$ cat config.mk
export PLATFORM = sky130hd
export DESIGN_NAME = hns_shade
export DESIGN_NICKNAME = d
export VERILOG_FILES = /design/src/hns_pkg.sv /design/src/hns_shade.sv
export SDC_FILE = /design/constraint.sdc
export NUM_CORES = 2
export LEC_CHECK = 0
export CAP_MARGIN = 20
export CORE_ASPECT_RATIO = 1.4
export CORE_MARGIN = 4
export CORE_UTILIZATION = 41
export CTS_CLUSTER_DIAMETER = 80
export DETAILED_ROUTE_END_ITERATION = 8
export DONT_BUFFER_PORTS = 1
export GPL_TIMING_DRIVEN = 0
export HOLD_SLACK_MARGIN = 0.06
export PLACE_DENSITY_LB_ADDON = 0.3
export SYNTH_ARGS = -nofsm -noshare
export SYNTH_HDL_FRONTEND = slang
export SYNTH_SLANG_ARGS = --single-unit
$ cat constraint.sdc
create_clock -name clk -period 15 [get_ports clk]
set_input_delay 0 -clock clk [delete_from_list [all_inputs] [get_ports clk]]
set_output_delay 0 -clock clk [all_outputs]
set_load 0.03 [all_outputs]
$ cat src/hns_pkg.sv
`timescale 1ns / 1ps
`default_nettype none
// ----------------------------------------------------------------------------
// hns_pkg
// Shared types and constants of the heightmap normal shader: map geometry,
// transaction payloads, register indexes, modes and the stage-to-stage
// structs.
// ----------------------------------------------------------------------------
package hns_pkg;

  localparam int MAP_WIDTH  = 512;
  localparam int MAP_HEIGHT = 512;

  // Height difference times scale: |(h_p - h_o) * k| < 2^24
  localparam int DIFF_W = 25;
  // Q1.15 normal component, range -32768 .. 32768
  localparam int NRM_W  = 17;

  localparam logic [15:0] UNIT_Z = 16'd65280;

  localparam logic FUNC_LOAD  = 1'b0;
  localparam logic FUNC_SHADE = 1'b1;

  localparam logic [1:0] MODE_NORMAL = 2'd0;
  localparam logic [1:0] MODE_GREY   = 2'd1;
  localparam logic [1:0] MODE_POSTER = 2'd2;

  typedef enum logic [2:0] {
    CFG_MODE    = 3'd0,
    CFG_SCALE   = 3'd1,
    CFG_LIGHT_X = 3'd2,
    CFG_LIGHT_Y = 3'd3,
    CFG_LIGHT_Z = 3'd4
  } cfg_idx_t;

  localparam logic [1:0]         MODE_RST    = MODE_GREY;
  localparam logic [15:0]        SCALE_RST   = 16'd5120;
  localparam logic signed [15:0] LIGHT_X_RST = 16'sd6993;
  localparam logic signed [15:0] LIGHT_Y_RST = 16'sd13986;
  localparam logic signed [15:0] LIGHT_Z_RST = -16'sd4895;

  typedef struct packed {
    logic       func;
    logic [8:0] col;
    logic [8:0] row;
    logic [7:0] height;
  } in_item_t;

  typedef struct packed {
    logic [7:0] red;
    logic [7:0] green;
    logic [7:0] blue;
  } out_item_t;

  // Scaled height differences towards up, right, down and left
  typedef struct packed {
    logic                     valid;
    logic signed [DIFF_W-1:0] da;
    logic signed [DIFF_W-1:0] db;
    logic signed [DIFF_W-1:0] dc;
    logic signed [DIFF_W-1:0] dd;
  } hns_diff_t;

  typedef struct packed {
    logic                    valid;
    logic signed [NRM_W-1:0] nx;
    logic signed [NRM_W-1:0] ny;
    logic signed [NRM_W-1:0] nz;
  } hns_nrm_t;

endpackage
`default_nettype wire

$ cat src/hns_shade.sv
`timescale 1ns / 1ps
`default_nettype none
// ----------------------------------------------------------------------------
// hns_shade
// Colour stage: normal map channels, lit grey shade or posterized shade,
// chosen by mode, into the result register.
// ----------------------------------------------------------------------------
module hns_shade (
  input  logic               clk,
  input  logic               rst_n,
  input  hns_pkg::hns_nrm_t  nrm,
  input  logic [1:0]         mode,
  input  logic signed [15:0] light_x,
  input  logic signed [15:0] light_y,
  input  logic signed [15:0] light_z,
  output logic               out_valid,
  output hns_pkg::out_item_t out_data
);
  import hns_pkg::*;

  localparam int PRD_W   = NRM_W + 16;
  localparam int SHD_W   = PRD_W + 2;
  localparam int SCL_W   = SHD_W + 8;
  localparam int CH_W    = NRM_W + 8;
  localparam int SHD_SH  = 29;
  localparam int POST_HI = 120;
  localparam int POST_LO = 70;
  localparam logic [7:0] LEVEL_HI  = 8'd128;
  localparam logic [7:0] LEVEL_MID = 8'd80;
  localparam logic [7:0] LEVEL_LO  = 8'd32;
  localparam logic signed [NRM_W:0] HALF = (NRM_W+1)'(32768);

  logic signed [PRD_W-1:0] px_r, py_r, pz_r;
  logic signed [SHD_W-1:0] s_r;
  logic [NRM_W-1:0]        off [3];
  logic [CH_W-1:0]         chs [3];
  logic [7:0]              ch1_r [3];
  logic [7:0]              ch2_r [3];
  logic                    v1_r, v2_r, out_valid_r;
  logic [SCL_W-1:0]        scl;
  logic [SCL_W-SHD_SH-1:0] br_w;
  logic [7:0]              br, post, grey;
  out_item_t               out_r;

  always_comb begin
    off[0] = NRM_W'(HALF - (NRM_W+1)'(nrm.nx));
    off[1] = NRM_W'(HALF - (NRM_W+1)'(nrm.ny));
    off[2] = NRM_W'(HALF - (NRM_W+1)'(nrm.nz));
    for (int c = 0; c < 3; c++) begin
      chs[c] = CH_W'(off[c]) * CH_W'(255);
    end
  end

  always_ff @(posedge clk) begin
    if (!rst_n) begin
      v1_r        <= 1'b0;
      v2_r        <= 1'b0;
      out_valid_r <= 1'b0;
    end else begin
      v1_r        <= nrm.valid;
      v2_r        <= v1_r;
      out_valid_r <= v2_r;
    end
  end

  always_ff @(posedge clk) begin
    px_r <= nrm.nx * light_x;
    py_r <= nrm.ny * light_y;
    pz_r <= nrm.nz * light_z;
    for (int c = 0; c < 3; c++) begin
      ch1_r[c] <= chs[c][NRM_W+6 -: 8];
      ch2_r[c] <= ch1_r[c];
    end
    s_r <= SHD_W'(px_r) + SHD_W'(py_r) + SHD_W'(pz_r);
  end

  // Non-positive shade is black; clamp the scaled value at full white
  always_comb begin
    scl  = (SCL_W'(s_r) << 8) - SCL_W'(s_r);
    br_w = scl[SCL_W-1:SHD_SH];
    if (s_r <= 0) begin
      br = 8'd0;
    end else if (br_w > (SCL_W-SHD_SH)'(255)) begin
      br = 8'd255;
    end else begin
      br = br_w[7:0];
    end
    priority if (br > 8'(POST_HI)) begin
      post = LEVEL_HI;
    end else if (br > 8'(POST_LO)) begin
      post = LEVEL_MID;
    end else begin
      post = LEVEL_LO;
    end
    grey = br;
  end

  always_ff @(posedge clk) begin
    unique case (mode)
      MODE_NORMAL: begin
        out_r.red   <= ch2_r[0];
        out_r.green <= ch2_r[1];
        out_r.blue  <= ch2_r[2];
      end
      MODE_POSTER: begin
        out_r.red   <= post;
        out_r.green <= post;
        out_r.blue  <= post;
      end
      default: begin
        out_r.red   <= grey;
        out_r.green <= grey;
        out_r.blue  <= grey;
      end
    endcase
  end

  assign out_valid = out_valid_r;
  assign out_data  = out_r;

endmodule
`default_nettype wire

# Word-level counts from Yosys, hierarchy flattened
# Memories as Yosys holds them, arrays and structs flattened.
# Index checks and enable logic that the tools add are counted.
[op_classes] addsub=6 mux=5 eq_ne=1 magnitude_cmp=4 mul=6 n_reduce_logical=1
[ops] op="$mul A17 B16 Y33" count=3
[ops] op="$mul A17 B8 Y24 const B" count=3
[ops] op="$sub A17 B17 Y17 const A" count=3
[ops] op="$pmux W24 S2" count=1
[ops] op="$sub A43 B35 Y43" count=1
[ops] op="$add A34 B33 Y35" count=1
[ops] op="$le A35 B1 Y1 const B" count=1
[ops] op="$add A33 B33 Y34" count=1
[ops] op="$mux W8" count=3
[ops] op="$gt A8 B7 Y1 const B" count=2
[ops] op="$gt A14 B8 Y1 const B" count=1
[ops] op="$mux W7" count=1
[ops] op="$eq A2 B2 Y1 const B" count=1
[ops] op="$logic_not A2 Y1" count=1
[word_totals] n_memories=2 output_inout_bits=25 ff_bits=161 elab_cells=35 inputBits=104 ram_bits=48
[memory_table] name="ch1_r" depth=3 width=8 read_ports=3 rd_ports_with_merged_regs=0 write_ports=3 line="hns_shade.sv:37" source="logic [7:0] ch1_r [3];"
[memory_table] name="ch2_r" depth=3 width=8 read_ports=3 rd_ports_with_merged_regs=0 write_ports=3 line="hns_shade.sv:38" source="logic [7:0] ch2_r [3];"

# Depth between registers and ports, before layout
[depth] ltp_word=8 ltp_mapped=27 mapped_depth_nobuf=25

# Worst setup path before layout
# No wires, ideal clock.
[synth_timing] path_type="input to register" start="input nrm[1] (netlist bit)" end="memory ch1_r[2][6], in the netlist ch1_r[0][22]" setup_slack_ns=8.983 setup_ns=0.123 n_path_buf=2 t_required_ns=14.877 t_arrival_ns=5.894 path_stages=25 path_cell_list="clkbuf_1 -> clkbuf_1 -> inv_1 -> ha_1 -> nand2_1 -> or3_1 -> or3_1 -> xor2_1 -> inv_1 -> fa_1 -> fa_1 -> fa_1 -> fa_1 -> inv_1 -> ha_1 -> a21o_1 -> a21o_1 -> a21o_1 -> a21oi_1 -> o21ai_0 -> and3_1 -> o31a_1 -> o41ai_2 -> o21bai_1 -> xor2_1"
[synth_lines] element="from (decl)" line="hns_shade.sv:11" source="input hns_pkg::hns_nrm_t nrm,"
[synth_lines] element="to (decl)" line="hns_shade.sv:37"

# Final worst setup path
[layout_timing] start="input nrm[31] (netlist bit)" end="register py_r[32]"
[layout_between] elab_chain_cells=1
[layout_lines] element="$mul A17 B16 Y33" line="hns_shade.sv:68" source="py_r <= nrm.ny * light_y;"
[layout_lines] element="to (signal assigned)" line="hns_shade.sv:68"
[layout_lines] element="to (decl)" line="hns_shade.sv:33" source="logic signed [PRD_W-1:0] px_r, py_r, pz_r;"
# Every way passes these cells.
# A chain may end at the register's enable or synchronous reset.

==> results.toml <==
[cts]
cts.clk_slew.worst_paths_ns = 0.06
cts_htree_levels = 1
ctsResizeCount = 0
numClockSinks = 209
cts.path.max_buffers = 3
cts-root-buf = "clkbuf_16"
worstSkewPairLatency_ns = 0.54
postCtsSetupRepairBufs = 0
cts_tree = "yes"
hold_buffers = 16
tritoncts.num_buffers = 24

[floorplanning]
core_region_area_sq_um = 117000
effective_utilization_at_floorplan_pct = 41.5
fp.dieArea_sq_um = 124000
vertical_extent_of_the_die_um = 415
die_w_um = 298
io-pin-count = 129
site_rows = 148

[routing]
routed_wire_length_per_instance_um = 18.2
detail_route.iter0.violations = 1583
wl_um = 123000
vias_per_cell = 5.05
dr.pass1.iters = 7
detail_route.drc_violations = 0
ant_nets = 0
vias = 34200

[timing]
setup_total_negative_slack_ns = 0
finalCritPeriodShare_pct = 46.7
fin_skew_ns = 0.0234
fmax_mhz = 143
worst-slew-pin-transition_ns = 0.881
setup_viol = 0
final-max-slew-violation-count = 0
rsz0062_at_grt = "no"
timing.final.hold_violations = 0
relSlewSlack_pct = 41.2
period_needed_ns = 7.00

[outcome]
status = "completed"

[worst_setup_path]
worst_setup_path_start_kind = "primary input"
critical_path.reg2reg.startpoint = "s_r[28]"
capturing_point_of_the_worst_reg2reg_path = "out_data[15]"
r2r_cells = 13
crit_path_end_kind = "flop"
crit_path_start = "nrm[31]"
reg_to_reg_setup_timing_slack_ns = 10.90
worst_setup_path_endpoint = "py_r[32]"
worstPathRequired_ns = 15.34
worst-endpoint-arrival_ns = 7.34
timing.critical_path.fanout_max = 10
crit_type = "primary input to flop"

[grt]
wire_length_of_the_first_global_routing_pass_um = 202000
grt_max_degree = 15
via_count_of_the_first_global_routing_pass = 37600
grt.overflow.total = 0
number_of_antenna_violations_at_the_first_check_in_global_routing = 7
groute.usage.overall_pct = 20.4

[yosys]
synth-seq-cells = 209
synthesis.area_sq_um = 48400
top_cell_type_s_share_of_synthesized_area_pct = 44.7
post_syn_instances = 5222
netlist-cell-type-count = 79
synthFlopType = "dfxtp_1"
synth_sequential_area_ratio_pct = 8.64
syn_avg_cell_area_sq_um = 9.27
netlist_top_cells_area = "fa_1 45%, ha_1 11%, inv_1 10%"
synthesis.nets = 6846
netlist.top_cell.by_area = "fa_1"
ys_async_sr_fraction_pct = 0
synth-edff-count = 0
ys_warn_count = 0

[hold_path]
timing.hold.worst.class = "primary input to flop"

[placement]
dp.final_hpwl_um = 107000
place.port_buffers = 0
gp_routability_congestion = 0.907

[cells_and_area]
n_fill_cell = 11300
post_route_cells_drive_above_1_share_pct = 1.46
final_net_count = 6889
layout-area-overhead-vs-synth_pct = 6.05

[run]
cap_violations = 0
## area by class of cell
class	instances	area, sq um	area share (%)
buffer	174	653	1.27
clock buffer	30	653	1.27
inverter	1342	5040	9.81
sequential	209	4180	8.15
tap	1500	1880	3.66
timing repair buffer	17	165	0.322
clock inverter	13	229	0.446
antenna	2	5.00	0.00975
multi-input combinational	3497	38500	75.1
## cell families after synthesis
group | share of synthesized area (%)
fa+ha+maj | 56.1
buf+inv | 11.8
simple gates | 12.7
compound gates | 6.78
xor+xnor | 3.93
flops | 8.64
mux | 0.103
## state kept, by name, indices dropped and copies added (netlist names)
signal and flops:
py_r 33, ch1_r 24, pz_r 33, out_data 24, v1_r 1, v2_r 1
ch2_r 24, out_valid 1, px_r 33, s_r 35
## cells in the mapped netlist, types with 11 or more instances
master    instances
fa_1           1081
a21oi_1         143
ha_1            439
o21ai_0          73
nor2b_1          11
a211oi_1         19
nand2_1         559
a21o_1           68
xor2_1           65
o21bai_1         19
dfxtp_1         209
o21a_1           34
or3_1            24
nand4_1          13
nand3_1          36
nand2b_1         35
clkbuf_1        169
o211ai_1         11
and3_1           24
xnor2_1         152
and2_1          318
nor4_1           13
nor2_1          143
inv_1          1342
nor3_1           45
## metrics by stage
step	utilization [%]	setup slack, ns	cells	instance area, sq um	hold slack (ns)
3_3_place_gp	43.1	7.10	6722	50300	0.127
3_5_place_dp	43.1	7.48	6723	50300	0.131
6_report	44.0	8.00	6784	51300	0.0820
4_1_cts	44.0	8.03	6782	51300	0.0615
5_1_grt	44.0	7.57	6782	51300	0.0688
2_1_floorplan	-	8.98	5222	48400	0.122
## layout by cell type (no fill, tap or decap), types with 65 or more instances in the layout
cell      synthesis  routed
xnor2_1         152     152
fa_1           1081    1081
a21o_1           68      68
and2_1          318     318
clkbuf_1        169     172
a21oi_1         143     143
inv_1          1342    1342
xor2_1           65      65
ha_1            439     439
nor2_1          143     143
nand2_1         559     559
dfxtp_1         209     209
o21ai_0          73      73
## how the worst min path moves through the flow
stage	from	endpoint	slack, ns	cells after the start
6_report	nrm[17]	py_r[0]	0.08	2
2_1_floorplan	rst_n	out_valid	0.12	1
3_5_place_dp	nrm[51]	v1_r	0.13	1
5_1_grt	nrm[17]	py_r[0]	0.07	2
4_1_cts	nrm[17]	py_r[0]	0.06	2
3_3_place_gp	rst_n	out_valid	0.13	1
## critical path, cell delays in order
cell and delay, ns:
clkbuf_1 0.62, clkbuf_1 0.48, nand2_1 0.15, fa_1 0.56, inv_1 0.05, fa_1 0.53
inv_1 0.05, fa_1 0.48, fa_1 0.58, inv_1 0.06, fa_1 0.47, inv_1 0.05
fa_1 0.47, inv_1 0.04, ha_1 0.34, nand2_1 0.09, nand2_1 0.06, nor2_1 0.04
o21a_1 0.12, o41ai_1 0.61, a211o_1 0.22, a21oi_1 0.11, o21ai_0 0.33, a211oi_1 0.14
xnor2_1 0.68
## metal layers
layer / share of wire [%] / track usage, % / up-vias
li1: - / - / 15700
met1: 39 / 24.7 / 17500
met2: 52 / 37.6 / 822
met3: 4.8 / 2.49 / 242
met4: 4.0 / 6.86 / 2
met5: 0.013 / 0 / -
Power is left out: the tool's default activity adds up to more than one toggle a clock period on the data nets, which glitch-free logic cannot reach.
